[src/rtl/protobuf_wire_value_decoder_core_macros.svh]
// Assertion macros used by the wire value decoder result queue.
`ifndef PROTOBUF_WIRE_VALUE_DECODER_CORE_MACROS_SVH
`define PROTOBUF_WIRE_VALUE_DECODER_CORE_MACROS_SVH

// Same-cycle implication, checked out of reset.
`define WVD_ASSERT_NOW(name, ante, cons, msg) \
	name: assert property (@(posedge clk) disable iff (!arst_n) (ante) |-> (cons)) \
		else $error(msg);

// Next-cycle implication, checked out of reset.
`define WVD_ASSERT_NEXT(name, ante, cons, msg) \
	name: assert property (@(posedge clk) disable iff (!arst_n) (ante) |=> (cons)) \
		else $error(msg);

`endif

[src/rtl/wvd_pkg.sv]
// Types and constants of the protobuf wire value decoder.
package wvd_pkg;

	typedef enum logic [2:0] {
		K_VARINT32 = 3'd0,
		K_VARINT64 = 3'd1,
		K_FIXED32  = 3'd2,
		K_FIXED64  = 3'd3,
		K_BOOL     = 3'd4,
		K_LENDELIM = 3'd5,
		K_PAYLOAD  = 3'd6,
		K_IDLE     = 3'd7
	} kind_t;

	typedef enum logic [1:0] {
		ST_OK         = 2'd0,
		ST_PAST_END   = 2'd1,
		ST_MALFORMED  = 2'd2,
		ST_BAD_LENGTH = 2'd3
	} status_t;

	typedef struct packed {
		logic [63:0] value;
		logic        is_payload;
		logic        last;
		status_t     status;
	} res_t;

	localparam int WVD_QUEUE_DEPTH = 2;
	localparam int LEN_W = 31;
	localparam logic [3:0] V32_FULL_BYTES = 4'd4;
	localparam logic [3:0] V32_MAX_BYTES = 4'd5;
	localparam logic [2:0] V32_MAX_DISCARD = 3'd5;
	localparam logic [3:0] V64_MAX_BYTES = 4'd10;
	localparam logic [3:0] F32_BYTES = 4'd4;
	localparam logic [3:0] F64_BYTES = 4'd8;

endpackage

[src/rtl/protobuf_wire_value_decoder_core.sv]
// Top level of the protobuf wire value decoder.
//
//  channel  | handshake              | payload
//  ---------+------------------------+----------------------------------
//  input    | in_valid / in_ready    | opcode, data_byte
//  output   | out_valid / out_ready  | value, is_payload, last, status
//  config   | cfg_we                 | cfg_data (buffer_length)
//
// One byte request is taken per cycle while in_ready is high; its decode finishes in the cycle it is taken.
// A result passes through the result queue and then the output register before it appears on the output.
// in_ready follows free space in the result queue (QUEUE_DEPTH entries).
// Output stalls fill the queue; the input stalls only once it is full.
// Reset clears the decode state and buffer_length, and leaves no value in progress.
module protobuf_wire_value_decoder_core
	import wvd_pkg::*;
#(
	parameter int QUEUE_DEPTH = WVD_QUEUE_DEPTH
) (
	input  logic             clk,
	input  logic             arst_n,
	input  logic             in_valid,
	output logic             in_ready,
	input  logic [2:0]       opcode,
	input  logic [7:0]       data_byte,
	output logic             out_valid,
	input  logic             out_ready,
	output logic [63:0]      value,
	output logic             is_payload,
	output logic             last,
	output logic [1:0]       status,
	input  logic             cfg_we,
	input  logic [LEN_W-1:0] cfg_data
);

	logic accept, push, pop, q_valid, space;
	res_t res, q_head;

	assign in_ready = space;
	assign accept   = in_valid && space;

	wvd_front u_front (
		.clk       (clk),
		.arst_n    (arst_n),
		.accept    (accept),
		.opcode    (opcode),
		.data_byte (data_byte),
		.cfg_we    (cfg_we),
		.cfg_data  (cfg_data),
		.push      (push),
		.res       (res)
	);

	wvd_queue #(
		.DEPTH (QUEUE_DEPTH)
	) u_queue (
		.clk       (clk),
		.arst_n    (arst_n),
		.push      (push),
		.push_data (res),
		.pop       (pop),
		.head      (q_head),
		.not_empty (q_valid),
		.space     (space)
	);

	wvd_back u_back (
		.clk        (clk),
		.arst_n     (arst_n),
		.q_valid    (q_valid),
		.q_head     (q_head),
		.pop        (pop),
		.out_ready  (out_ready),
		.out_valid  (out_valid),
		.value      (value),
		.is_payload (is_payload),
		.last       (last),
		.status     (status)
	);

endmodule

[src/rtl/wvd_front.sv]
// Front end: takes each byte request, updates the decode state and forms results.
module wvd_front
	import wvd_pkg::*;
(
	input  logic             clk,
	input  logic             arst_n,
	input  logic             accept,
	input  logic [2:0]       opcode,
	input  logic [7:0]       data_byte,
	input  logic             cfg_we,
	input  logic [LEN_W-1:0] cfg_data,
	output logic             push,
	output res_t             res
);

	logic [LEN_W-1:0] blen_q, pos_q, rem_q;
	logic [63:0]      acc_q;
	logic [3:0]       cnt_q;
	kind_t            kind_q;
	logic [2:0]       disc_q;
	logic             past_q;
	status_t          pstat_q;

	logic [LEN_W-1:0] pos_d, rem_d, pos_rd, rem_n;
	logic [63:0]      acc_d, acc_c, acc_or;
	logic [3:0]       cnt_d, cnt_c, cnt_inc;
	kind_t            kind_d, kind_c;
	logic [2:0]       disc_d, disc_c;
	logic             past_d, past_c, past_rd;
	status_t          pstat_d, pstat_c, fin_st, st;
	logic             start, skip, pe, fin, size_ok;
	logic [7:0]       b, grp;
	logic [6:0]       m7;
	logic [5:0]       sh;
	logic [31:0]      v, room;

	assign start = (kind_q == K_IDLE);
	assign skip  = start && (opcode > 3'(K_LENDELIM));

	assign kind_c  = start ? kind_t'(opcode) : kind_q;
	assign acc_c   = start ? '0 : acc_q;
	assign cnt_c   = start ? '0 : cnt_q;
	assign disc_c  = start ? '0 : disc_q;
	assign past_c  = start ? 1'b0 : past_q;
	assign pstat_c = start ? ST_OK : pstat_q;

	assign pe      = (pos_q >= blen_q);
	assign b       = pe ? 8'h00 : data_byte;
	assign pos_rd  = pe ? pos_q : pos_q + 1'b1;
	assign past_rd = past_c | pe;

	assign m7 = {cnt_c, 3'b000} - {3'b000, cnt_c};

	always_comb begin
		case (kind_c)
			K_VARINT64: begin
				grp = {1'b0, b[6:0]};
				sh  = m7[5:0];
			end
			K_FIXED32, K_FIXED64: begin
				grp = b;
				sh  = {cnt_c[2:0], 3'b000};
			end
			default: begin
				grp = (cnt_c < V32_FULL_BYTES) ? {1'b0, b[6:0]} : {4'b0000, b[3:0]};
				sh  = m7[5:0];
			end
		endcase
	end

	assign acc_or  = acc_c | ({56'd0, grp} << sh);
	assign cnt_inc = cnt_c + 1'b1;
	assign rem_n   = (rem_q != '0) ? rem_q - 1'b1 : rem_q;

	assign v       = (cnt_c >= V32_MAX_BYTES) ? acc_c[31:0] : acc_or[31:0];
	assign room    = {1'b0, blen_q} - {1'b0, pos_rd};
	assign size_ok = !v[31] && !room[31] && (v <= room);

	always_comb begin
		pos_d   = pos_q;
		rem_d   = rem_q;
		acc_d   = acc_q;
		cnt_d   = cnt_q;
		kind_d  = kind_q;
		disc_d  = disc_q;
		past_d  = past_q;
		pstat_d = pstat_q;
		push    = 1'b0;
		res     = '0;
		fin     = 1'b0;
		fin_st  = ST_OK;
		st      = ST_OK;
		if (accept && !skip) begin
			pos_d   = pos_rd;
			past_d  = past_rd;
			kind_d  = kind_c;
			acc_d   = acc_c;
			cnt_d   = cnt_c;
			disc_d  = disc_c;
			pstat_d = pstat_c;
			case (kind_c)
				K_VARINT32, K_BOOL, K_LENDELIM: begin
					if (cnt_c >= V32_MAX_BYTES) begin
						disc_d = disc_c + 1'b1;
						if (!b[7]) begin
							fin = 1'b1;
						end else if (disc_d >= V32_MAX_DISCARD) begin
							fin    = 1'b1;
							fin_st = ST_MALFORMED;
						end
					end else begin
						acc_d = acc_or;
						cnt_d = cnt_inc;
						fin   = !b[7];
					end
					if (fin) begin
						st     = past_rd ? ST_PAST_END : fin_st;
						kind_d = K_IDLE;
						if (kind_c == K_VARINT32) begin
							push = 1'b1;
							res  = '{value: {32'd0, v}, is_payload: 1'b0, last: 1'b1, status: st};
						end else if (kind_c == K_BOOL) begin
							push = 1'b1;
							res  = '{value: {63'd0, v != '0}, is_payload: 1'b0, last: 1'b1,
								status: st};
						end else if (v == '0) begin
							push = 1'b1;
							res  = '{value: '0, is_payload: 1'b1, last: 1'b1, status: st};
						end else if (size_ok) begin
							rem_d   = v[LEN_W-1:0];
							pstat_d = st;
							kind_d  = K_PAYLOAD;
						end else begin
							push = 1'b1;
							res  = '{value: '0, is_payload: 1'b0, last: 1'b1,
								status: ST_BAD_LENGTH};
						end
					end
				end
				K_VARINT64: begin
					acc_d = acc_or;
					cnt_d = cnt_inc;
					if (!b[7]) begin
						kind_d = K_IDLE;
						push   = 1'b1;
						res    = '{value: acc_or, is_payload: 1'b0, last: 1'b1,
							status: past_rd ? ST_PAST_END : ST_OK};
					end else if (cnt_inc >= V64_MAX_BYTES) begin
						kind_d = K_IDLE;
						push   = 1'b1;
						res    = '{value: '0, is_payload: 1'b0, last: 1'b1,
							status: past_rd ? ST_PAST_END : ST_MALFORMED};
					end
				end
				K_FIXED32, K_FIXED64: begin
					acc_d = acc_or;
					cnt_d = cnt_inc;
					if (cnt_inc >= ((kind_c == K_FIXED32) ? F32_BYTES : F64_BYTES)) begin
						kind_d = K_IDLE;
						push   = 1'b1;
						res    = '{value: acc_or, is_payload: 1'b0, last: 1'b1,
							status: past_rd ? ST_PAST_END : ST_OK};
					end
				end
				default: begin
					rem_d = rem_n;
					if (rem_n == '0) begin
						kind_d = K_IDLE;
					end
					push = 1'b1;
					res  = '{value: {56'd0, b}, is_payload: 1'b1, last: rem_n == '0,
						status: past_rd ? ST_PAST_END : pstat_c};
				end
			endcase
		end
	end

	always_ff @(posedge clk or negedge arst_n) begin
		if (!arst_n) begin
			blen_q  <= '0;
			pos_q   <= '0;
			rem_q   <= '0;
			acc_q   <= '0;
			cnt_q   <= '0;
			kind_q  <= K_IDLE;
			disc_q  <= '0;
			past_q  <= 1'b0;
			pstat_q <= ST_OK;
		end else begin
			if (cfg_we) begin
				blen_q <= cfg_data;
			end
			pos_q   <= pos_d;
			rem_q   <= rem_d;
			acc_q   <= acc_d;
			cnt_q   <= cnt_d;
			kind_q  <= kind_d;
			disc_q  <= disc_d;
			past_q  <= past_d;
			pstat_q <= pstat_d;
		end
	end

endmodule

[src/rtl/wvd_queue.sv]
// Result queue between the front end and the output stage.
`include "protobuf_wire_value_decoder_core_macros.svh"
module wvd_queue
	import wvd_pkg::*;
#(
	parameter int DEPTH = WVD_QUEUE_DEPTH
) (
	input  logic clk,
	input  logic arst_n,
	input  logic push,
	input  res_t push_data,
	input  logic pop,
	output res_t head,
	output logic not_empty,
	output logic space
);

	localparam int PTR_W = (DEPTH > 1) ? $clog2(DEPTH) : 1;
	localparam int CNT_W = $clog2(DEPTH + 1);

	res_t             mem_q [DEPTH];
	logic [PTR_W-1:0] wr_q, rd_q;
	logic [CNT_W-1:0] cnt_q;

	assign head      = mem_q[rd_q];
	assign not_empty = (cnt_q != '0);
	assign space     = (cnt_q != CNT_W'(DEPTH));

	always_ff @(posedge clk) begin
		if (push) begin
			mem_q[wr_q] <= push_data;
		end
	end

	always_ff @(posedge clk or negedge arst_n) begin
		if (!arst_n) begin
			wr_q  <= '0;
			rd_q  <= '0;
			cnt_q <= '0;
		end else begin
			if (push) begin
				wr_q <= (wr_q == PTR_W'(DEPTH - 1)) ? '0 : wr_q + 1'b1;
			end
			if (pop) begin
				rd_q <= (rd_q == PTR_W'(DEPTH - 1)) ? '0 : rd_q + 1'b1;
			end
			if (push && !pop) begin
				cnt_q <= cnt_q + 1'b1;
			end else if (pop && !push) begin
				cnt_q <= cnt_q - 1'b1;
			end
		end
	end

	`WVD_ASSERT_NOW(a_no_overflow, push, cnt_q != CNT_W'(DEPTH), "push into full queue")
	`WVD_ASSERT_NOW(a_no_underflow, pop, cnt_q != '0, "pop from empty queue")
	`WVD_ASSERT_NEXT(a_count_up, push && !pop, cnt_q == $past(cnt_q) + CNT_W'(1), "count lost a push")
	`WVD_ASSERT_NOW(a_empty_ptrs, cnt_q == '0, wr_q == rd_q, "empty queue with split pointers")

endmodule

[src/rtl/wvd_back.sv]
// Output stage: holds one result until the consumer takes it.
module wvd_back
	import wvd_pkg::*;
(
	input  logic        clk,
	input  logic        arst_n,
	input  logic        q_valid,
	input  res_t        q_head,
	output logic        pop,
	input  logic        out_ready,
	output logic        out_valid,
	output logic [63:0] value,
	output logic        is_payload,
	output logic        last,
	output logic [1:0]  status
);

	logic out_valid_q;
	res_t out_q;

	assign pop        = q_valid && (!out_valid_q || out_ready);
	assign out_valid  = out_valid_q;
	assign value      = out_q.value;
	assign is_payload = out_q.is_payload;
	assign last       = out_q.last;
	assign status     = out_q.status;

	always_ff @(posedge clk) begin
		if (pop) begin
			out_q <= q_head;
		end
	end

	always_ff @(posedge clk or negedge arst_n) begin
		if (!arst_n) begin
			out_valid_q <= 1'b0;
		end else if (pop) begin
			out_valid_q <= 1'b1;
		end else if (out_ready) begin
			out_valid_q <= 1'b0;
		end
	end

endmodule
[config.mk]
export PLATFORM = sky130hd
export DESIGN_NAME = protobuf_wire_value_decoder_core
export DESIGN_NICKNAME = d
export VERILOG_FILES = /design/src/rtl/wvd_pkg.sv /design/src/rtl/protobuf_wire_value_decoder_core.sv /design/src/rtl/wvd_front.sv /design/src/rtl/wvd_queue.sv /design/src/rtl/wvd_back.sv
export VERILOG_INCLUDE_DIRS = /design/src /design/src/rtl
export SDC_FILE = /design/constraint.sdc
export NUM_CORES = 1
export LEC_CHECK = 0
export BUFFER_PORTS_ARGS = -buffer_cell sky130_fd_sc_hd__buf_4
export CELL_PAD_IN_SITES_DETAIL_PLACEMENT = 1
export CELL_PAD_IN_SITES_GLOBAL_PLACEMENT = 1
export CORE_MARGIN = 4
export CORE_UTILIZATION = 45
export CTS_CLUSTER_DIAMETER = 120
export DETAILED_ROUTE_END_ITERATION = 12
export PLACE_DENSITY = 0.82
export SYNTH_ARGS = -nofsm -noshare
export SYNTH_HDL_FRONTEND = slang
export SYNTH_HIERARCHICAL = 1
export SYNTH_SLANG_ARGS = --single-unit
[constraint.sdc]
create_clock -name clk -period 10.59 [get_ports clk]
set_input_delay 2.118 -clock clk [delete_from_list [all_inputs] [get_ports clk]]
set_output_delay 2.118 -clock clk [all_outputs]
set_load 0.01 [all_outputs]
==> qor.yml, run 1 <==
clk_pin_slew_ns: 0.06
grt_max_degree: 73
drt_pass1_iterations: 5
cts_resized: 0
use_met1: 0.341
fmax_mhz: 102
ys_seq_area_frac: 0.479
crit_path_start: "u_front/pos_q[29]$_DFFE_PN0P_"
path_class: "reg -> reg"
seqPwrFrac: 0.273
grt_pass1_wl_mm: 111
via_per_inst: 6.32
ys_ff_latch: 379
grtUsageTotal: 0.265
p_switching_mw: 4.23
synth_area_leader_cell: "edfxtp_1"
timing.rr.start: "u_front/pos_q[29]$_DFFE_PN0P_"
first_iter_violations: 1486
synth.distinct_cells: 98
drc_errors: 0
dpl.hpwl_mm: 49.9
synthTopCellsByArea: "edfxtp_1 (28%), dfrtp_1 (20%), ha_1 (6.1%)"
combPwrFrac: 0.546
dieArea_um2: 52300
fin_setup_tns_ns: 0
maxCapViolCount: 0
wl_per_cell_um: 24.6
initial_utilization: 0.457
clock_power_share: 0.181
syn_nets: 2307
multi_input_area_um2: 10700
critPathRequiredTime_ns: 11.06
min_period_over_period: 0.926
worstSetupStartpointType: "flip-flop"
synth-async-reset-ratio: 0.462
synth-edff-count: 204
ios: 117
fill_cells: 5230
grt_use_met2: 0.450
p_int_mw: 4.60
cts.sinks: 379
cp_max_fo: 32
met3_usage: 0.0427
end_kind: "flip-flop"
maxSlewViolCount: 0
hold_start: "u_front/acc_q[29]$_DFFE_PN0P_"
hold_viol: 0
root_buffer: "clkbuf_16"
nets: 2393
portBuffers: 116
row_count: 80
die_x_um: 229
hold_buffers: 0
antenna_left: 0
area_growth_pct: 13.6
yosys-top-cells-count: "nand2_1 (253), edfxtp_1 (204), dfrtp_1 (172)"
wl_mm: 71.1
yosysTopAreaCellShare: 0.279
cts_buffer_depth: 3
first_global_vias: 19200
htree_num_levels: 2
worstHoldPathType: "reg -> reg"
avgSynthCellArea_um2: 10.2
rsz0062_at_grt: "false"
outcome: "completed"
cts_made_buffers: 42
regArea_um2: 10500
slew_headroom: 0.191
critPathTopFamily: "compound AO/OA/AOI/OAI gates"
antenna_cells: 0
netSwitchingFraction: 0.479
cp_common_cell: "a21oi_1"
yosysMostFrequentCell: "nand2_1"
syn_inst: 2152
die_y_um: 229
hold_slack_ns: 0.484
finalCriticalPeriod_ns: 9.80
tightest_slew_ns: 1.20
arrival_ns: 10.27
power.total_mw: 8.83
antenna_found_initial: 0
dominantRegCellSynth: "edfxtp_1"
syn_area_um2: 21900
power-per-cell-area_nw_per_um2: 355
crit_buf_inv: 1
final_util: 0.519
finalClockSkew_ns: 0.0172
yosysWarnings: 6
drive_gt1_frac: 0.148
vdd_drop_max_mv: 0.174
cpMaxStageDelayCell: "nor4_1"
post-cts-setup-buffers: 0
leakage_nw: 10.0
vias: 18300
top_usage_layer: "met2"
setup_violations: 0
overflow: 0
critPathMaxStageDelay_ns: 0.80
tritoncts: "yes"
core_um2: 47900
gp_congestion: 0.976
clkLatencyLatePin_ns: 0.59
-- metrics by stage --
step	area (um2)	setup slack, ns	cells
6_report	24900	0.789	2887
2_1_floorplan	21900	1.11	2152
4_1_cts	24900	0.862	2887
3_3_place_gp	23400	1.16	2809
3_5_place_dp	23400	0.912	2809
5_1_grt	24900	0.147	2887
-- area by class of cell --
class                           instances  area share
Multi-Input combinational cell       1603       0.431
Sequential cell                       379       0.422
Clock buffer                           57      0.0486
Timing Repair Buffer                  150      0.0464
Tap cell                              615      0.0309
Clock inverter                         21      0.0121
Inverter                               62     0.00935
-- sequential cells by signal, summed over array words and instances (netlist names) --
name / cells
u_queue/mem_q: 136
u_back/value: 64
u_front/acc_q: 64
u_front/blen_q: 31
u_front/pos_q: 31
u_front/rem_q: 31
u_front/cnt_q: 4
u_front/disc_q: 3
u_front/kind_q: 3
u_back/status: 2
u_front/pstat_q: 2
u_queue/cnt_q: 2
u_back/is_payload: 1
u_back/last: 1
u_back/out_valid: 1
u_front/past_q: 1
u_queue/rd_q: 1
u_queue/wr_q: 1
-- final timing paths --
| check | end | slack [ns] | cells after the start |
|---|---|---|---|
| hold reg to reg | u_front/acc_q[29]$_DFFE_PN0P_ | 0.48 | 2 |
| hold / removal | u_front/acc_q[29]$_DFFE_PN0P_ | 0.48 | 2 |
| setup reg to reg | u_front/rem_q[25]$_DFFE_PN0P_ | 0.79 | 32 |
| setup / recovery | u_front/rem_q[25]$_DFFE_PN0P_ | 0.79 | 32 |
| max in group asynchronous | u_queue/cnt_q[1]$_DFFE_PN0P_ | 7.84 | 2 |
| min in group asynchronous | u_front/blen_q[25]$_DFFE_PN0P_ | 1.49 | 1 |
-- layout by cell type (no fill, tap or decap), types with 8 or more instances in the layout --
master,instances
nand2_1,251
nor3_1,41
a21o_1,25
a22o_1,44
a22oi_1,50
nand2b_1,23
ha_1,107
nor4_1,20
xnor2_1,51
mux2_4,10
mux2i_1,10
a211oi_1,10
a211o_1,8
o21ai_1,24
buf_4,147
nand4_1,25
nand3_1,33
clkbuf_1,8
and2_1,24
mux2_2,58
a31oi_1,10
nor2b_1,14
a21boi_0,13
dfrtp_1,171
clkbuf_16,45
edfxtp_1,204
o21ai_0,154
o31ai_1,20
and3_1,22
a32oi_1,11
inv_1,62
o22ai_1,15
nor2_1,167
nor3b_1,10
a21oi_1,134
xor2_1,49
o21a_1,13
a32o_1,12
-- metal layers --
layer | share of wire | wire [um] | vias up
met4 | 0.042 | 2990 | 0
met3 | 0.059 | 4220 | 199
met2 | 0.48 | 34400 | 699
li1 | - | - | 8180
met5 | 0 | 0 | -
met1 | 0.41 | 29500 | 9182
-- tightest hold or removal path, stage by stage, from the launching register on --
cell and delay, ns:
dfrtp_1 0.33, nand2_1 0.05, o21ai_0 0.06
-- cell families (layout without fill, tap and decap cells) --
kind of cell | count (synthesis) | count (layout) | synth area share
adder cells (fa/ha/maj) | 108 | 108 | 0.0620
buffers and inverters | 170 | 290 | 0.0335
XOR/XNOR | 100 | 100 | 0.0400
flip-flops | 379 | 379 | 0.479
multiplexers | 79 | 79 | 0.0418
AND/OR/NAND/NOR | 682 | 682 | 0.147
AO/OA/AOI/OAI | 634 | 634 | 0.196
-- power groups by stage --
stage	logic (mW)	registers (mW)	clock network, mW
3_5_place_dp	4.68	2.42	0
4_1_cts	4.72	2.40	1.63
6_report	4.83	2.41	1.60
3_3_place_gp	4.53	2.39	0
5_1_grt	5.15	2.45	1.69
2_1_floorplan	3.04	2.37	0
No activity file was read; power rests on OpenSTA's default activity.
==> run 2, diff against run 1 <==
--- a/config.mk
+++ b/config.mk
@@ -9,11 +9,12 @@
 export BUFFER_PORTS_ARGS = -buffer_cell sky130_fd_sc_hd__buf_4
 export CELL_PAD_IN_SITES_DETAIL_PLACEMENT = 1
 export CELL_PAD_IN_SITES_GLOBAL_PLACEMENT = 1
+export CORE_ASPECT_RATIO = 1.2
 export CORE_MARGIN = 4
-export CORE_UTILIZATION = 45
+export CORE_UTILIZATION = 30
 export CTS_CLUSTER_DIAMETER = 120
 export DETAILED_ROUTE_END_ITERATION = 12
-export PLACE_DENSITY = 0.82
+export PLACE_DENSITY = 0.6
 export SYNTH_ARGS = -nofsm -noshare
 export SYNTH_HDL_FRONTEND = slang
 export SYNTH_HIERARCHICAL = 1
==> run 2 against run 1 <==
Die area is 48% higher; global-route usage is 8.1 points lower; largest cell class unchanged; via count is 2.7% lower.
==> qor.yml, run 2 (same netlist as run 1, synthesis figures left out) <==
end_kind: "flip-flop"
antenna_found_initial: 0
finalClockSkew_ns: 0.0168
cts_resized: 0
path_class: "reg -> reg"
maxCapViolCount: 0
leakage_nw: 10.1
cts_buffer_depth: 3
core_um2: 72400
final_cell_mix: "nand2_1 (251), edfxtp_1 (204), dfrtp_1 (171)"
final_util: 0.352
holdPathEnd: "u_front/acc_q[13]$_DFFE_PN0P_"
drive_gt1_frac: 0.159
largest-register: "u_queue/mem_q"
worstSetupStartpointType: "flip-flop"
regArea_um2: 10500
antenna_left: 0
seqPwrFrac: 0.270
vias: 17800
place_ws_ns: 1.34
fill_cells: 8049
ios: 117
critPathMaxStageDelay_ns: 1.06
gp_congestion: 0.918
grtUsageTotal: 0.184
nets: 2415
clk_pin_slew_ns: 0.06
wl_per_cell_um: 22.5
r2r_slack_ns: 1.42
r2r_end: "u_queue/mem_q[0][21]$_DFFE_PP_"
r2r.worst_path.cells: 32
die_x_um: 255
netSwitchingFraction: 0.479
timing.rr.start: "u_front/pos_q[29]$_DFFE_PN0P_"
whs_path_depth: 2
fmax_mhz: 109
crit_path_start: "u_front/pos_q[29]$_DFFE_PN0P_"
htree_num_levels: 2
tightest_slew_ns: 1.25
outcome: "completed"
multi_input_area_um2: 10700
cts_made_buffers: 43
first_global_vias: 18800
drc_errors: 0
dieArea_um2: 77500
final_common_cell: "nand2_1"
maxSlewViolCount: 0
via_per_inst: 5.50
hold_viol: 0
root_buffer: "clkbuf_16"
fin_setup_tns_ns: 0
grt_max_degree: 81
portBuffers: 116
setup_violations: 0
largest_register_ffs: 136
p_switching_mw: 4.25
power-per-cell-area_nw_per_um2: 348
row_count: 108
vdd_drop_max_mv: 0.160
dpl_cell_area_um2: 24000
arrival_ns: 9.43
clkLatencyLatePin_ns: 0.59
cp_common_cell: "a21oi_1"
slew_headroom: 0.159
p_int_mw: 4.63
antenna_cells: 0
drt_pass1_iterations: 5
critPathRequiredTime_ns: 10.86
combPwrFrac: 0.550
worst_slack_ns: 1.42
dpl.hpwl_mm: 53.7
post-cts-setup-buffers: 0
first_iter_violations: 1270
power.total_mw: 8.88
grt_pass1_wl_mm: 113
rsz0062_at_grt: "false"
hold_buffers: 0
overflow: 0
min_period_over_period: 0.866
finalCriticalPeriod_ns: 9.17
die_y_um: 304
cpMaxStageDelayCell: "nor4_1"
initial_utilization: 0.303
cp_max_fo: 31
worstHoldPathType: "reg -> reg"
cts.sinks: 379
clock_power_share: 0.180
hold_start: "u_front/acc_q[13]$_DFFE_PN0P_"
design_area_um2: 25500
tritoncts: "yes"
area_growth_pct: 16.2
wl_mm: 72.8
run 2: cell count changes in the layout (fill, tap and decap cells not counted), sizes merged:
cell and change:
clkbuf -9, inv +1, buf +21, clkinvlp +4
bufinv +1, clkinv +5
run 2: through the flow:
| step | hold slack [ns] | cells |
|---|---|---|
| 5_1_grt | 0.511 | 3230 |
| 2_1_floorplan | 0.442 | 2152 |
| 4_1_cts | 0.484 | 3230 |
| 3_5_place_dp | 0.470 | 3150 |
| 3_3_place_gp | 0.458 | 3150 |
| 6_report | 0.481 | 3230 |
run 2: power by group through the flow:
| stage | Clock [mW] | Combinational [mW] | Sequential, mW |
|---|---|---|---|
| floorplan | 0 | 3.04 | 2.37 |
| CTS | 1.65 | 4.86 | 2.40 |
| finish | 1.60 | 4.88 | 2.40 |
| global placement | 0 | 4.74 | 2.41 |
| global route | 1.71 | 5.25 | 2.45 |
| detailed placement | 0 | 4.82 | 2.43 |
run 2: how the worst max path moves through the flow:
stage | to | slack, ns | cells after the start
final | u_queue/mem_q[0][21]$_DFFE_PP_ | 1.42 | 32
after global routing | u_queue/mem_q[0][19]$_DFFE_PP_ | 0.80 | 31
after CTS | u_queue/mem_q[0][21]$_DFFE_PP_ | 1.25 | 31
after detailed placement | u_queue/mem_q[0][31]$_DFFE_PP_ | 1.34 | 32
after global placement | u_queue/mem_q[0][33]$_DFFE_PP_ | 1.40 | 31
after floorplan | u_queue/mem_q[0][0]$_DFFE_PP_ | 1.11 | 36
run 2: area by class of cell:
class | count | share of cell area
clock inverters | 32 | 0.0157
multi-input cells | 1603 | 0.421
flip-flops and latches | 379 | 0.413
repair buffers | 171 | 0.0515
inverters | 62 | 0.00914
clock buffers | 48 | 0.0438
well taps | 935 | 0.0459
run 2: per-layer routing:
layer,wire length (um),part of all wire,global-route usage
met1,30200,0.41,0.231
met2,37000,0.51,0.325
met3,3090,0.042,0.0239
met4,2500,0.034,0.0638
met5,0,0,0
run 2: worst max-delay path: cells and delay by family, from the launching register on:
| family | cells | cell delay [ns] |
|---|---|---|
| adder cells (fa/ha/maj) | 3 | 0.84 |
| AO/OA/AOI/OAI | 14 | 3.70 |
| flip-flops | 1 | 0.45 |
| XOR/XNOR | 2 | 0.28 |
| AND/OR/NAND/NOR | 12 | 3.24 |
| buffers and inverters | 1 | 0.28 |
